$ cat src/design/robin_hood_hash_table_core_macros.svh
// assertion macros shared by the robin hood hash table rtl
// expects clk_i and rst_ni in the scope where a macro is used
`ifndef ROBIN_HOOD_HASH_TABLE_CORE_MACROS_SVH
`define ROBIN_HOOD_HASH_TABLE_CORE_MACROS_SVH

// expression must hold at every edge out of reset
`define RHH_ASSERT(lbl, expr, msg) \
  lbl: assert property (@(posedge clk_i) disable iff (!rst_ni) (expr)) else $error(msg);

// consequent must hold in the cycle of the antecedent
`define RHH_IMPLIES(lbl, ante, cons, msg) \
  lbl: assert property (@(posedge clk_i) disable iff (!rst_ni) (ante) |-> (cons)) else $error(msg);

`endif

$ cat src/design/rhh_pkg.sv
// types, codes and fixed widths of the robin hood hash table
// no dependencies
`default_nettype none

package rhh_pkg;

  localparam int unsigned SLOTS    = 1024;
  localparam int unsigned KEY_W    = 64;
  localparam int unsigned HASH_W   = 64;
  localparam int unsigned CFG_W    = 11;
  localparam int unsigned SLOT_W   = 10;
  localparam int unsigned OCC_W    = 11;
  localparam int unsigned CMD_W    = 2;
  localparam int unsigned STATUS_W = 2;

  localparam logic [CFG_W-1:0] RESET_SIZE = 11'd13;
  localparam logic [CFG_W-1:0] MIN_SIZE   = 11'd2;

  typedef enum logic [CMD_W-1:0] {
    CMD_INSERT = 2'd0,
    CMD_LOOKUP = 2'd1,
    CMD_CLEAR  = 2'd2,
    CMD_NONE   = 2'd3
  } cmd_e;

  typedef enum logic [STATUS_W-1:0] {
    ST_OK       = 2'd0,
    ST_FULL     = 2'd1,
    ST_ZERO_KEY = 2'd2
  } status_e;

  typedef enum logic [2:0] {
    OP_INSERT,
    OP_LOOKUP,
    OP_CLEAR,
    OP_REJECT,
    OP_NOP
  } op_e;

  typedef struct packed {
    op_e               op;
    logic [KEY_W-1:0]  key;
    logic [HASH_W-1:0] hash;
  } job_t;

  typedef enum logic [2:0] {
    B_SWEEP,
    B_IDLE,
    B_MOD,
    B_RD,
    B_EV,
    B_FIN
  } back_state_e;

endpackage

`default_nettype wire

$ cat src/design/rhh_ifs.sv
// request, response and configuration channels of the hash table
// depends on rhh_pkg
`default_nettype none

interface rhh_req_if;
  logic                           valid;
  logic                           ready;
  logic [rhh_pkg::CMD_W-1:0]      cmd;
  logic [rhh_pkg::KEY_W-1:0]      key;
  logic [rhh_pkg::HASH_W-1:0]     hash_value;
  modport source (output valid, cmd, key, hash_value, input ready);
  modport sink (input valid, cmd, key, hash_value, output ready);
endinterface


`default_nettype wire

$ cat src/design/rhh_front.sv
// front end: takes request words, masks the key, classifies the command
// and holds jobs in a two-entry queue; depends on rhh_pkg and rhh_ifs
`default_nettype none

module rhh_front #(
  parameter int unsigned KEY_BITS = 64
) (
  input  wire logic      clk_i,
  input  wire logic      rst_ni,
  rhh_req_if.sink        req,
  output rhh_pkg::job_t  job_o,
  output logic           job_valid_o,
  input  wire logic      job_ready_i
);

  localparam logic [1:0] QDEPTH = 2'd2;

  rhh_pkg::job_t             queue_q [2];
  logic                      wr_ptr_q, wr_ptr_d;
  logic                      rd_ptr_q, rd_ptr_d;
  logic [1:0]                cnt_q, cnt_d;
  logic [rhh_pkg::KEY_W-1:0] key_mask;
  logic [rhh_pkg::KEY_W-1:0] key_m;
  rhh_pkg::job_t             job_in;
  logic                      push, pop;

  assign key_mask = rhh_pkg::KEY_W'({KEY_BITS{1'b1}});
  assign key_m    = req.key & key_mask;

  always_comb begin
    job_in.key  = key_m;
    job_in.hash = req.hash_value;
    case (req.cmd)
      rhh_pkg::CMD_INSERT: begin
        job_in.op = (key_m == '0) ? rhh_pkg::OP_REJECT : rhh_pkg::OP_INSERT;
      end
      rhh_pkg::CMD_LOOKUP: begin
        job_in.op = (key_m == '0) ? rhh_pkg::OP_REJECT : rhh_pkg::OP_LOOKUP;
      end
      rhh_pkg::CMD_CLEAR: begin
        job_in.op = rhh_pkg::OP_CLEAR;
      end
      default: begin
        job_in.op = rhh_pkg::OP_NOP;
      end
    endcase
  end

  assign req.ready   = (cnt_q != QDEPTH);
  assign push        = req.valid && req.ready;
  assign job_valid_o = (cnt_q != 2'd0);
  assign pop         = job_valid_o && job_ready_i;
  assign job_o       = queue_q[rd_ptr_q];

  always_comb begin
    wr_ptr_d = push ? ~wr_ptr_q : wr_ptr_q;
    rd_ptr_d = pop ? ~rd_ptr_q : rd_ptr_q;
    cnt_d    = cnt_q + {1'b0, push} - {1'b0, pop};
  end

  always_ff @(posedge clk_i or negedge rst_ni) begin
    if (!rst_ni) begin
      wr_ptr_q <= 1'b0;
      rd_ptr_q <= 1'b0;
      cnt_q    <= 2'd0;
    end else begin
      wr_ptr_q <= wr_ptr_d;
      rd_ptr_q <= rd_ptr_d;
      cnt_q    <= cnt_d;
    end
  end

  always_ff @(posedge clk_i) begin
    if (push) begin
      queue_q[wr_ptr_q] <= job_in;
    end
  end

endmodule

`default_nettype wire

$ cat src/flat_wrapper.sv
// flat-port wrapper written by rule: the top's interface ports become plain ports
module rhh_front_flat 
#(
  parameter int unsigned KEY_BITS = 64
)
  (clk_i, rst_ni, job_o, job_valid_o, job_ready_i, req_valid, req_cmd, req_key, req_hash_value, req_ready);
  rhh_req_if req_i ();
  input  wire logic clk_i;
  input  wire logic rst_ni;
  output rhh_pkg::job_t job_o;
  output logic job_valid_o;
  input  wire logic job_ready_i;
  input wire logic [$bits(req_i.valid)-1:0] req_valid;
  input wire logic [$bits(req_i.cmd)-1:0] req_cmd;
  input wire logic [$bits(req_i.key)-1:0] req_key;
  input wire logic [$bits(req_i.hash_value)-1:0] req_hash_value;
  output wire logic [$bits(req_i.ready)-1:0] req_ready;
  assign req_i.valid = req_valid;
  assign req_i.cmd = req_cmd;
  assign req_i.key = req_key;
  assign req_i.hash_value = req_hash_value;
  assign req_ready = req_i.ready;
  rhh_front #(.KEY_BITS(KEY_BITS)) u_core (.clk_i(clk_i), .rst_ni(rst_ni), .req(req_i), .job_o(job_o), .job_valid_o(job_valid_o), .job_ready_i(job_ready_i));
endmodule
$ cat config.mk
export PLATFORM = sky130hd
export DESIGN_NAME = rhh_front_flat
export DESIGN_NICKNAME = d
export VERILOG_FILES = /design/src/design/robin_hood_hash_table_core_macros.svh /design/src/design/rhh_pkg.sv /design/src/design/rhh_ifs.sv /design/src/design/rhh_front.sv /design/src/flat_wrapper.sv
export SDC_FILE = /design/constraint.sdc
export NUM_CORES = 1
export LEC_CHECK = 0
export BUFFER_PORTS_ARGS = -buffer_cell sky130_fd_sc_hd__buf_2
export CORE_MARGIN = 5
export CORE_UTILIZATION = 39
export DETAILED_ROUTE_END_ITERATION = 12
export MAX_ROUTING_LAYER = met4
export PLACE_DENSITY = 0.72
export REMOVE_ABC_BUFFERS = 1
export SYNTH_ARGS = -nofsm -noshare
export SYNTH_HDL_FRONTEND = slang
export SYNTH_SLANG_ARGS = --single-unit
$ cat constraint.sdc
create_clock -name clk_i -period 7.5 [get_ports clk_i]
set_input_delay 0 -clock clk_i [delete_from_list [all_inputs] [get_ports clk_i]]
set_output_delay 0 -clock clk_i [all_outputs]
set_load 0.05 [all_outputs]
== Yosys cells after proc, flatten, opt, wreduce, memory -nomap -nowiden ==
Memories as Yosys holds them, arrays and structs flattened.
Index checks and enable logic that the tools add are counted.

* Memories kept: 1
* Input port bits: 134
* Bits in registers: 4
* Memory bits (writable): 262

{| class="wikitable"
|+ Memories
! memory !! depth !! width !! rd ports !! clocked after memory_dff !! wr ports !! RTL line !! text
|-
| u_core.queue_q || 2 || 131 || 1 || 0 || 1 || rhh_front.sv:18 || <nowiki>rhh_pkg::job_t queue_q [2];</nowiki>
|}

* Reduce and logical (&&, ||, !) cells: 5
* Bitwise logic cells: 2
* $add $sub $neg: 2
* Mux-type cells: 5
* Equal/unequal tests: 3

{| class="wikitable"
|+ Operator list
! kind !! count
|-
| 64-bit logical NOT || 1
|-
| 3-bit one-hot mux with 3 select lines || 1
|-
| 2-bit 2-to-1 mux || 2
|-
| 2-bit by 1-bit adder with 2-bit output || 1
|-
| 2-bit by 1-bit equality test with 1-bit output (second input constant) || 1
|-
| 2-bit equality test (second input constant) || 1
|-
| 1-bit logical AND || 2
|-
| 2-bit logical NOT || 1
|-
| 1-bit 2-to-1 mux || 2
|-
| 2-bit inequality test (second input constant) || 1
|-
| 1-bit NOT || 2
|-
| 2-bit nonzero test || 1
|-
| 2-bit by 1-bit subtractor with 2-bit output || 1
|}

== Depth between registers and ports, before layout ==
Gate-level depths: netlist of the first run.

* Depth in word-level cells: 4
* Mapped depth: 7
* Mapped depth without buffers: 7

== Worst setup path after synthesis of the first run ==
OpenSTA, ideal clock, no wires.

* Path type: flip-flop to flip-flop
* From: reg u_core.cnt_q[1]
* To: mem u_core.queue_q[0][0] in the netlist's numbering, enable pin
* Clock period less this slack: 7.034 ns
* Setup time: 0.623 ns
* Path slack: 0.466 ns
* Data arrival time: 6.410 ns
* Cell stages (with the launch flop): 4
* Path through: dfrtp_1 nand2_1 nand2_1 nor2_1

* Cells in the longest elaborated chain, start to end: 4

{| class="wikitable"
|+ RTL lines
! element !! RTL line !! text
|-
| start: declaration || rhh_front.sv:21 || <nowiki>logic [1:0] cnt_q, cnt_d;</nowiki>
|-
| start signal: assignment || rhh_front.sv:69 || <nowiki>cnt_q <= cnt_d;</nowiki>
|-
| 2-bit inequality test || rhh_front.sv:49 || <nowiki>assign req.ready = (cnt_q != QDEPTH);</nowiki>
|-
| via req_ready || flat_wrapper.sv:17 || <nowiki>output wire logic [$bits(req_i.ready)-1:0] req_ready;</nowiki>
|-
| 1-bit logical AND || rhh_front.sv:50 || <nowiki>assign push = req.valid && req.ready;</nowiki>
|-
| 1-bit 2-to-1 mux || rhh_front.sv:74 || <nowiki>if (push) begin</nowiki>
|-
| 1-bit 2-to-1 mux (not written as such) || rhh_front.sv:75 || <nowiki>queue_q[wr_ptr_q] <= job_in;</nowiki>
|-
| end: declaration || rhh_front.sv:18 ||
|}

The timed path passes the listed nets, and every way through them passes these cells.

==> results of run 1 <==
final cells by class:
| type | count | area share (%) |
|---|---|---|
| clock buffers | 35 | 5.473 |
| multi-input cells | 167 | 12.63 |
| inverters | 4 | 0.1084 |
| diodes | 2 | 0.03612 |
| flip-flops and latches | 266 | 57.54 |
| repair buffers | 405 | 19.58 |
| well taps | 330 | 2.980 |
| clock inverters | 17 | 1.662 |
synth_stat cells, drive strengths merged:
library cell	instances	share of area (%)
and2	2	0.13
and3	1	0.064
buf	15	0.97
dfrtp	4	1.0
edfxtp	262	80
ha	2	0.25
inv	4	0.15
mux2	132	15
nand2	2	0.077
nand4	4	0.25
nor2	1	0.038
nor4	17	1.2
o21ba	1	0.10
or2	1	0.064
xnor2	3	0.27
xor2	1	0.089
critical path, cell delays in order, from the launching register on:
cell     delay, ps
dfrtp_4       1020
buf_4          830
mux2_2         430
buf_2          210
sequential cells by signal (all words and copies together) (netlist names):
signal / flops
u_core.rd_ptr_q: 1
u_core.queue_q: 262
u_core.cnt_q: 2
u_core.wr_ptr_q: 1
power groups by stage:
stage          Sequential (mW)  Combinational [mW]  Clock (mW)
6_report                  2.18                2.36        1.45
2_1_floorplan             2.26                1.79           0
3_5_place_dp              2.21                2.32           0
4_1_cts                   2.19                2.39        1.48
5_1_grt                   2.21                2.48        1.55
3_3_place_gp              2.20                2.32           0
per-stage QoR:
stage / hold slack, ps / cells
after global placement: -186.7 / 1037
after CTS: 170.5 / 1224
after floorplan: -295.6 / 437
final: 196.3 / 1226
after detailed placement: -180.7 / 1037
after global routing: 183.1 / 1226
path summary, 6_finish.rpt:
check / start / to / slack, ps / depth (start not counted)
worst max-delay path: u_core.rd_ptr_q / job_o[111] / 4350 / 3
worst min-delay path: req_hash_value[53] / u_core.queue_q[1][53] / 200 / 2
worst max register to register: u_core.cnt_q[1] / u_core.queue_q[1][11] / 4850 / 3
worst min register to register: u_core.wr_ptr_q / u_core.wr_ptr_q / 570 / 1
max in group asynchronous: rst_ni / u_core.rd_ptr_q / 6900 / 3
min in group asynchronous: rst_ni / u_core.rd_ptr_q / 390 / 3
logic make-up (layout without fill, tap and decap cells):
logic type      after synthesis  after routing  synth area share [%]
xor+xnor                      4              4                0.3570
fa+ha+maj                     2              2                0.2549
compound gates                1              1                0.1020
buf+inv                      19            461                 1.122
other cells                   0              2                     0
mux                         132            132                 15.15
simple gates                 28             28                 1.836
flops                       266            266                 81.18
layer usage:
layer  vias to the layer above  GRT usage [%]  part of all wire (%)
met2                       224          26.17                    51
met3                        47          3.690                   7.5
met1                      2798          18.10                    39
met5                         -              -                     0
li1                       2664              -                     -
met4                         0          4.481                   2.6
==> impl_metrics.py, run 1 <==
metrics = {
    "run_status": {
        "status": "complete, no violations",
    },
    "logic_synthesis": {
        "ys_warn_count": 0,
        "synth_cell_types": 19,
        "netlist_area_um2": 9814,
        "synth_cells": 452,
        "syn-mean-instance-area_um2": 21.71,
        "ys_seq_area_share_pct": 81.18,
        "ys_ff_latch": 266,
    },
    "pwr": {
        "swShare_pct": 39.80,
        "p_leak_nw": 5.206,
        "p_switching_mw": 2.386,
        "pwr-share-clk_pct": 24.2,
        "seq_power_share_pct": 36.4,
        "ir_drop_uv": 310.2,
        "powerDensity_nw_per_um2": 432.6,
        "p_total_mw": 5.994,
        "internal_power_mw": 3.608,
        "power_frac_comb_pct": 39.5,
    },
    "worst_setup_path": {
        "critPathKind": "flop to output port",
        "worstPathMaxFanout": 68,
        "critPathRequiredTime_ps": 7500,
        "endpoint_kind": "output port",
        "worst_ep_arrival_time_ps": 3150,
        "start_kind": "flop",
    },
    "cells_and_area": {
        "fin_area_um2": 13850,
        "final.fill_count": 1903,
        "layout.nets": 1008,
        "drive_above_1_share_pct": 50.34,
        "final_cell_mix": "buf_2, edfxtp_1, dlygate4sd3_1, mux2_2, clkbuf_16",
        "final_common_cell": "buf_2",
        "post-route-util_pct": 55.50,
        "seqCellArea_um2": 7971,
        "area_growth_pct": 41.16,
        "multiInputGateArea_um2": 1749,
    },
    "cts": {
        "clk_latency_ps": 520,
        "cts_hold_buf": 135,
        "numCtsBuffers": 28,
        "cts_resized": 0,
        "clk_pin_slew_ps": 60,
        "cts_setup_buffers": 0,
        "cts_max_path_buffers": 3,
        "h-tree-depth": 1,
        "clock-sinks": 266,
        "cts_tree": "built",
        "ctsRootBufferMaster": "clkbuf_16",
    },
    "sta": {
        "slew_headroom_pct": 34.85,
        "rsz0062_at_grt": "no",
        "skew_ps": 10.73,
        "finalWorstSetupSlack_ps": 4346,
        "fmax_mhz": 317.1,
        "finalCritPeriodShare_pct": 42.05,
        "period_minus_slack_ps": 3154,
        "drv_slew": 0,
        "setup_tns_ps": 0,
        "setup_violations": 0,
        "tightest_slew_ps": 977.2,
        "finalHoldViolations": 0,
    },
    "drt": {
        "drtPass1Iterations": 4,
        "viasPerCell": 4.676,
        "post_drt_wl_per_cell_um": 18.06,
        "drc": 0,
        "vias": 5733,
        "drt-total-wl_mm": 22.15,
        "ant_nets": 0,
        "drt_iter0_markers": 312,
    },
    "floorplan": {
        "start_util_pct": 39.31,
        "ios": 267,
        "die_w_um": 168.6,
        "rows": 58,
        "die-height_um": 168.6,
        "core_um2": 24960,
        "dieArea_um2": 28440,
    },
    "global_routing": {
        "first_global_vias": 6245,
        "overflow": 0,
        "antenna_found_initial": 2,
        "grtUsageTotal_pct": 15.29,
        "grt_pass1_wl_mm": 33.64,
        "grt_max_degree": 71,
    },
    "placement": {
        "place_area_um2": 11510,
        "pre_cts_ws_ps": 4829,
        "dpl.hpwl_mm": 13.23,
        "io_buffers": 266,
        "place.gp.congestion": 0.7451,
    },
    "flow_run": {
        "cap_violations": 0,
    },
    "hold_path": {
        "hold_class": "primary input to flop",
    },
}
Note: power is estimated with default switching activity, not from simulation.
==> run 2, diff against run 1 <==
==> constraint.sdc (replaced) <==
create_clock -name clk_i -period 3.2 [get_ports clk_i]
set_input_delay 0 -clock clk_i [delete_from_list [all_inputs] [get_ports clk_i]]
set_output_delay 0 -clock clk_i [all_outputs]
set_load 0.05 [all_outputs]
==> impl_metrics.py, run 2 (synthesized netlist as in run 1, its figures left out) <==
metrics = {
    "drt": {
        "ant_nets": 0,
        "drt_iter0_markers": 307,
        "post_drt_wl_per_cell_um": 18.11,
        "drc": 0,
        "drt-total-wl_mm": 22.25,
        "vias": 5745,
        "drtPass1Iterations": 4,
        "viasPerCell": 4.675,
    },
    "placement": {
        "dp.cells": 1041,
        "io_buffers": 266,
        "dpl.hpwl_mm": 13.69,
        "place.gp.congestion": 0.7784,
    },
    "worst_setup_path": {
        "critPathRequiredTime_ps": 3200,
        "start_kind": "flop",
        "critPathKind": "flop to output port",
        "worst_ep_arrival_time_ps": 2390,
        "max_stage_delay_ps": 790,
        "crit_path_cell_trace": "buf_4 -> mux2_2 -> buf_2",
        "worstPathMaxFanout": 41,
        "critPathBufInv": 2,
        "endpoint_kind": "output port",
        "cp_slowest_cell": "dfrtp_4",
        "path_delay_family": "flip-flops",
    },
    "cells_and_area": {
        "final_common_cell": "buf_2",
        "area_growth_pct": 40.86,
        "final_cell_mix": "buf_2, edfxtp_1, dlygate4sd3_1, mux2_2, clkbuf_16",
        "top_regs": "u_core.queue_q: 262 flops, u_core.cnt_q: 2 flops",
        "fin_cells": 1229,
        "final.fill_count": 1918,
        "drive_above_1_share_pct": 50.67,
        "multiInputGateArea_um2": 1749,
        "largest_register_ffs": 262,
        "regMostFlops": "u_core.queue_q",
        "layout.nets": 1011,
        "seqCellArea_um2": 7971,
    },
    "sta": {
        "fmax_mhz": 418.1,
        "setup_violations": 0,
        "finalCritPeriodShare_pct": 74.75,
        "slew_headroom_pct": 60.55,
        "period_minus_slack_ps": 2392,
        "tightest_slew_ps": 591.7,
        "rsz0062_at_grt": "no",
        "finalHoldViolations": 0,
        "skew_ps": 8.637,
        "drv_slew": 0,
        "setup_tns_ps": 0,
    },
    "flow_run": {
        "cap_violations": 0,
    },
    "cts": {
        "cts_resized": 0,
        "ctsRootBufferMaster": "clkbuf_16",
        "clk_latency_ps": 520,
        "cts_max_path_buffers": 3,
        "cts_tree": "built",
        "numCtsBuffers": 27,
        "clock-sinks": 266,
        "clk_pin_slew_ps": 60,
        "h-tree-depth": 1,
    },
    "global_routing": {
        "grtUsageTotal_pct": 15.52,
        "grt_pass1_wl_mm": 34.11,
        "grt_max_degree": 69,
        "first_global_vias": 6314,
        "antenna_found_initial": 3,
        "overflow": 0,
    },
    "pwr": {
        "powerDensity_nw_per_um2": 995.9,
        "ir_drop_uv": 858.4,
        "p_total_mw": 13.77,
        "p_leak_nw": 5.179,
    },
    "floorplan": {
        "start_util_pct": 39.31,
        "die_w_um": 168.6,
        "core_um2": 24960,
        "dieArea_um2": 28440,
        "rows": 58,
        "ios": 267,
        "die-height_um": 168.6,
    },
    "run_status": {
        "status": "complete, no violations",
    },
    "hold_path": {
        "hold_class": "primary input to flop",
    },
}
## run 2: cell types whose count changed in the layout (fill, tap and decap cells not counted), sizes merged
| cell | change |
|---|---|
| bufinv | -5 |
| buf | +4 |
| clkbuf | +3 |
| clkinv | -3 |
| clkinvlp | +2 |
| diode | +1 |
| inv | +1 |
## run 2: report_power, final
| group | leakage (nW) | switching (mW) | internal (mW) |
|---|---|---|---|
| registers | 2.48 | 0.272 | 4.76 |
| clock network | 0.428 | 1.27 | 1.78 |
| logic | 2.27 | 4.09 | 1.60 |
| total | 5.18 | 5.63 | 8.14 |
## run 2: worst paths after layout
path	start	end	slack (ps)	cells past startpoint
min in group asynchronous	rst_ni	u_core.cnt_q[1]	400	3
max	u_core.rd_ptr_q	job_o[113]	810	3
min	req_hash_value[63]	u_core.queue_q[1][63]	200	2
max in group asynchronous	rst_ni	u_core.rd_ptr_q	2600	3
min reg2reg	u_core.wr_ptr_q	u_core.wr_ptr_q	550	1
max reg2reg	u_core.cnt_q[1]	u_core.queue_q[1][47]	1280	3
## run 2: metrics by stage
step                      util, %  area (um2)  setup slack (ps)  hold WS [ps]
after floorplan                 -        9719             -3834        -295.6
after global routing        55.38       13820             656.3         167.6
after CTS                   55.35       13820             728.6         164.5
after detailed placement    46.43       11590              1251        -179.9
final                       55.38       13820             808.0         195.9
after global placement      46.43       11590              1301        -181.4
## run 2: routing by layer
layer	GRT usage [%]	wire length [um]	up-vias
met5	-	0	-
li1	-	-	2666
met4	4.940	595	0
met3	3.246	1367	42
met1	18.91	9025	2808
met2	26.14	11260	229
## run 2: layout make-up
class | count | share of cell area (%)
clock buffer | 38 | 5.620
antenna | 3 | 0.05430
tap | 330 | 2.987
multi-input combinational | 167 | 12.65
sequential | 266 | 57.66
inverter | 4 | 0.1086
clock inverter | 12 | 0.7150
timing repair buffer | 409 | 20.20
## run 2: what timing repair did
| item | 4_1_cts | 5_1_grt |
|---|---|---|
| hold endpoints to repair | 269 | 0 |
| hold buffers | 135 | 0 |
| buffers inserted | 0 | 0 |
==> run 3, diff against run 2 <==
--- a/config.mk
+++ b/config.mk
@@ -10,7 +10,7 @@
 export CORE_UTILIZATION = 39
 export DETAILED_ROUTE_END_ITERATION = 12
 export MAX_ROUTING_LAYER = met4
-export PLACE_DENSITY = 0.72
+export PLACE_DENSITY = 0.75
 export REMOVE_ABC_BUFFERS = 1
 export SYNTH_ARGS = -nofsm -noshare
 export SYNTH_HDL_FRONTEND = slang
==> constraint.sdc (replaced) <==
create_clock -name clk_i -period 1.95 [get_ports clk_i]
set_input_delay 0 -clock clk_i [delete_from_list [all_inputs] [get_ports clk_i]]
set_output_delay 0 -clock clk_i [all_outputs]
set_load 0.05 [all_outputs]
==> impl_metrics.py, run 3 (synthesized netlist as in run 1, its figures left out) <==
metrics = {
    "cts": {
        "clk_latency_ps": 530,
        "cts_tree": "built",
        "cts_max_path_buffers": 3,
        "ctsRootBufferMaster": "clkbuf_16",
        "clk_pin_slew_ps": 60,
        "h-tree-depth": 1,
        "clock-sinks": 266,
        "numCtsBuffers": 28,
    },
    "floorplan": {
        "ios": 267,
        "rows": 58,
        "core_um2": 24960,
        "start_util_pct": 39.31,
        "die_w_um": 168.6,
        "dieArea_um2": 28440,
        "die-height_um": 168.6,
    },
    "worst_setup_path": {
        "worstPathMaxFanout": 27,
        "regToRegSetupSlack_ps": 180,
        "rr_endpoint": "u_core.cnt_q[1]",
        "worst_ep_arrival_time_ps": 1950,
        "critPathLaunch": "u_core.rd_ptr_q",
        "r2r-start": "u_core.cnt_q[1]",
        "endpoint_kind": "output port",
        "start_kind": "flop",
        "r2r_cells": 7,
        "critPathRequiredTime_ps": 1950,
        "critPathKind": "flop to output port",
    },
    "hold_path": {
        "hold_class": "primary input to flop",
        "hold-path-cell-count": 2,
        "min_from": "req_hash_value[36]",
        "worstHoldEndpoint": "u_core.queue_q[0][36]",
    },
    "sta": {
        "finalWorstSetupSlack_ps": -3.382,
        "fmax_mhz": 511.9,
        "setup_violations": 1,
        "hold_ws_ps": 191.1,
        "slew_headroom_pct": 61.63,
        "period_minus_slack_ps": 1953,
        "drv_slew": 0,
        "finalCritPeriodShare_pct": 100.2,
        "skew_ps": 13.24,
        "rsz0062_at_grt": "yes",
        "tightest_slew_ps": 570.3,
        "finalHoldViolations": 0,
        "setup_tns_ps": -3.382,
    },
    "placement": {
        "io_buffers": 266,
        "place.gp.congestion": 0.7397,
        "dpl.hpwl_mm": 13.82,
        "place_area_um2": 11690,
    },
    "flow_run": {
        "cap_violations": 0,
    },
    "drt": {
        "post_drt_wl_per_cell_um": 19.74,
        "vias": 5970,
        "drt_iter0_markers": 298,
        "viasPerCell": 4.815,
        "drt-total-wl_mm": 24.48,
        "ant_nets": 0,
        "drc": 0,
        "drtPass1Iterations": 4,
    },
    "cells_and_area": {
        "final_common_cell": "edfxtp_1",
        "largest_register_ffs": 262,
        "final_cell_mix": "edfxtp_1, buf_2, dlygate4sd3_1, mux2_2, buf_6",
        "regMostFlops": "u_core.queue_q",
        "post-route-util_pct": 58.53,
        "top_regs": "u_core.queue_q: 262 flops, u_core.cnt_q: 2 flops",
        "drive_above_1_share_pct": 50.55,
        "area_growth_pct": 48.87,
        "fin_area_um2": 14610,
        "layout.nets": 1023,
    },
    "global_routing": {
        "grt_max_degree": 72,
        "antenna_found_initial": 0,
        "grtUsageTotal_pct": 16.67,
        "first_global_vias": 6645,
        "overflow": 0,
        "grt_pass1_wl_mm": 36.57,
    },
    "pwr": {
        "p_leak_nw": 5.482,
        "powerDensity_nw_per_um2": 1675,
        "p_total_mw": 24.47,
        "ir_drop_uv": 1206,
    },
    "run_status": {
        "status": "finished with violations",
        "violations": "setup timing",
    },
}
[run 3: changes by cell type in the layout (fill, tap and decap cells not counted), sizes merged]
cell      before  now
bufinv         1    2
buf          274  282
clkinv         8   13
clkinvlp       2    1
clkbuf        38   36
diode          3    2
bufbuf         0    1
[run 3: metrics by stage]
stage	setup slack (ps)	cells
2_1_floorplan	-5084	437
3_3_place_gp	251.0	1046
3_5_place_dp	195.4	1046
4_1_cts	-55.35	1235
5_1_grt	-66.39	1238
6_report	-3.382	1240
[run 3: report_power, final]
part,internal (mW),switching [mW]
registers,7.82,0.325
logic,4.04,7.25
clock network,2.97,2.07
total,14.8,9.65
[run 3: what timing repair did]
item	in CTS	in global routing
hold endpoints to repair	277	0
cloned	1	2
hold buffers	135	0
buffers inserted	2	1
pin swaps	0	0
endpoints found under the setup margin	115	118
gates resized for setup	121	57
[run 3: how the worst max path moves through the flow]
stage / to / depth (start not counted)
2_1_floorplan: u_core.queue_q[0][0] / 3
3_3_place_gp: u_core.cnt_q[1] / 7
3_5_place_dp: u_core.cnt_q[1] / 7
4_1_cts: job_o[100] / 3
5_1_grt: job_o[10] / 3
6_report: job_o[10] / 3
[run 3: critical path, stage by stage (launching register included)]
cell and delay [ps]:
dfrtp_4 480, bufbuf_16 360, mux2_2 370, buf_2 210
[run 3: final cells by class]
class,instances,area (um2)
clock buffer,34,744.5
inverter,4,15.01
clock inverter,17,133.9
antenna,2,5.005
tap,330,412.9
fill,1811,10350
sequential,266,7971
timing repair buffer,420,3575
multi-input combinational,167,1753
[run 3: routing by layer]
| layer | track usage (%) | part of all wire [%] |
|---|---|---|
| met1 | 19.73 | 38 |
| met2 | 29.04 | 53 |
| met3 | 3.363 | 6.5 |
| met4 | 4.869 | 2.0 |
| met5 | - | 0 |
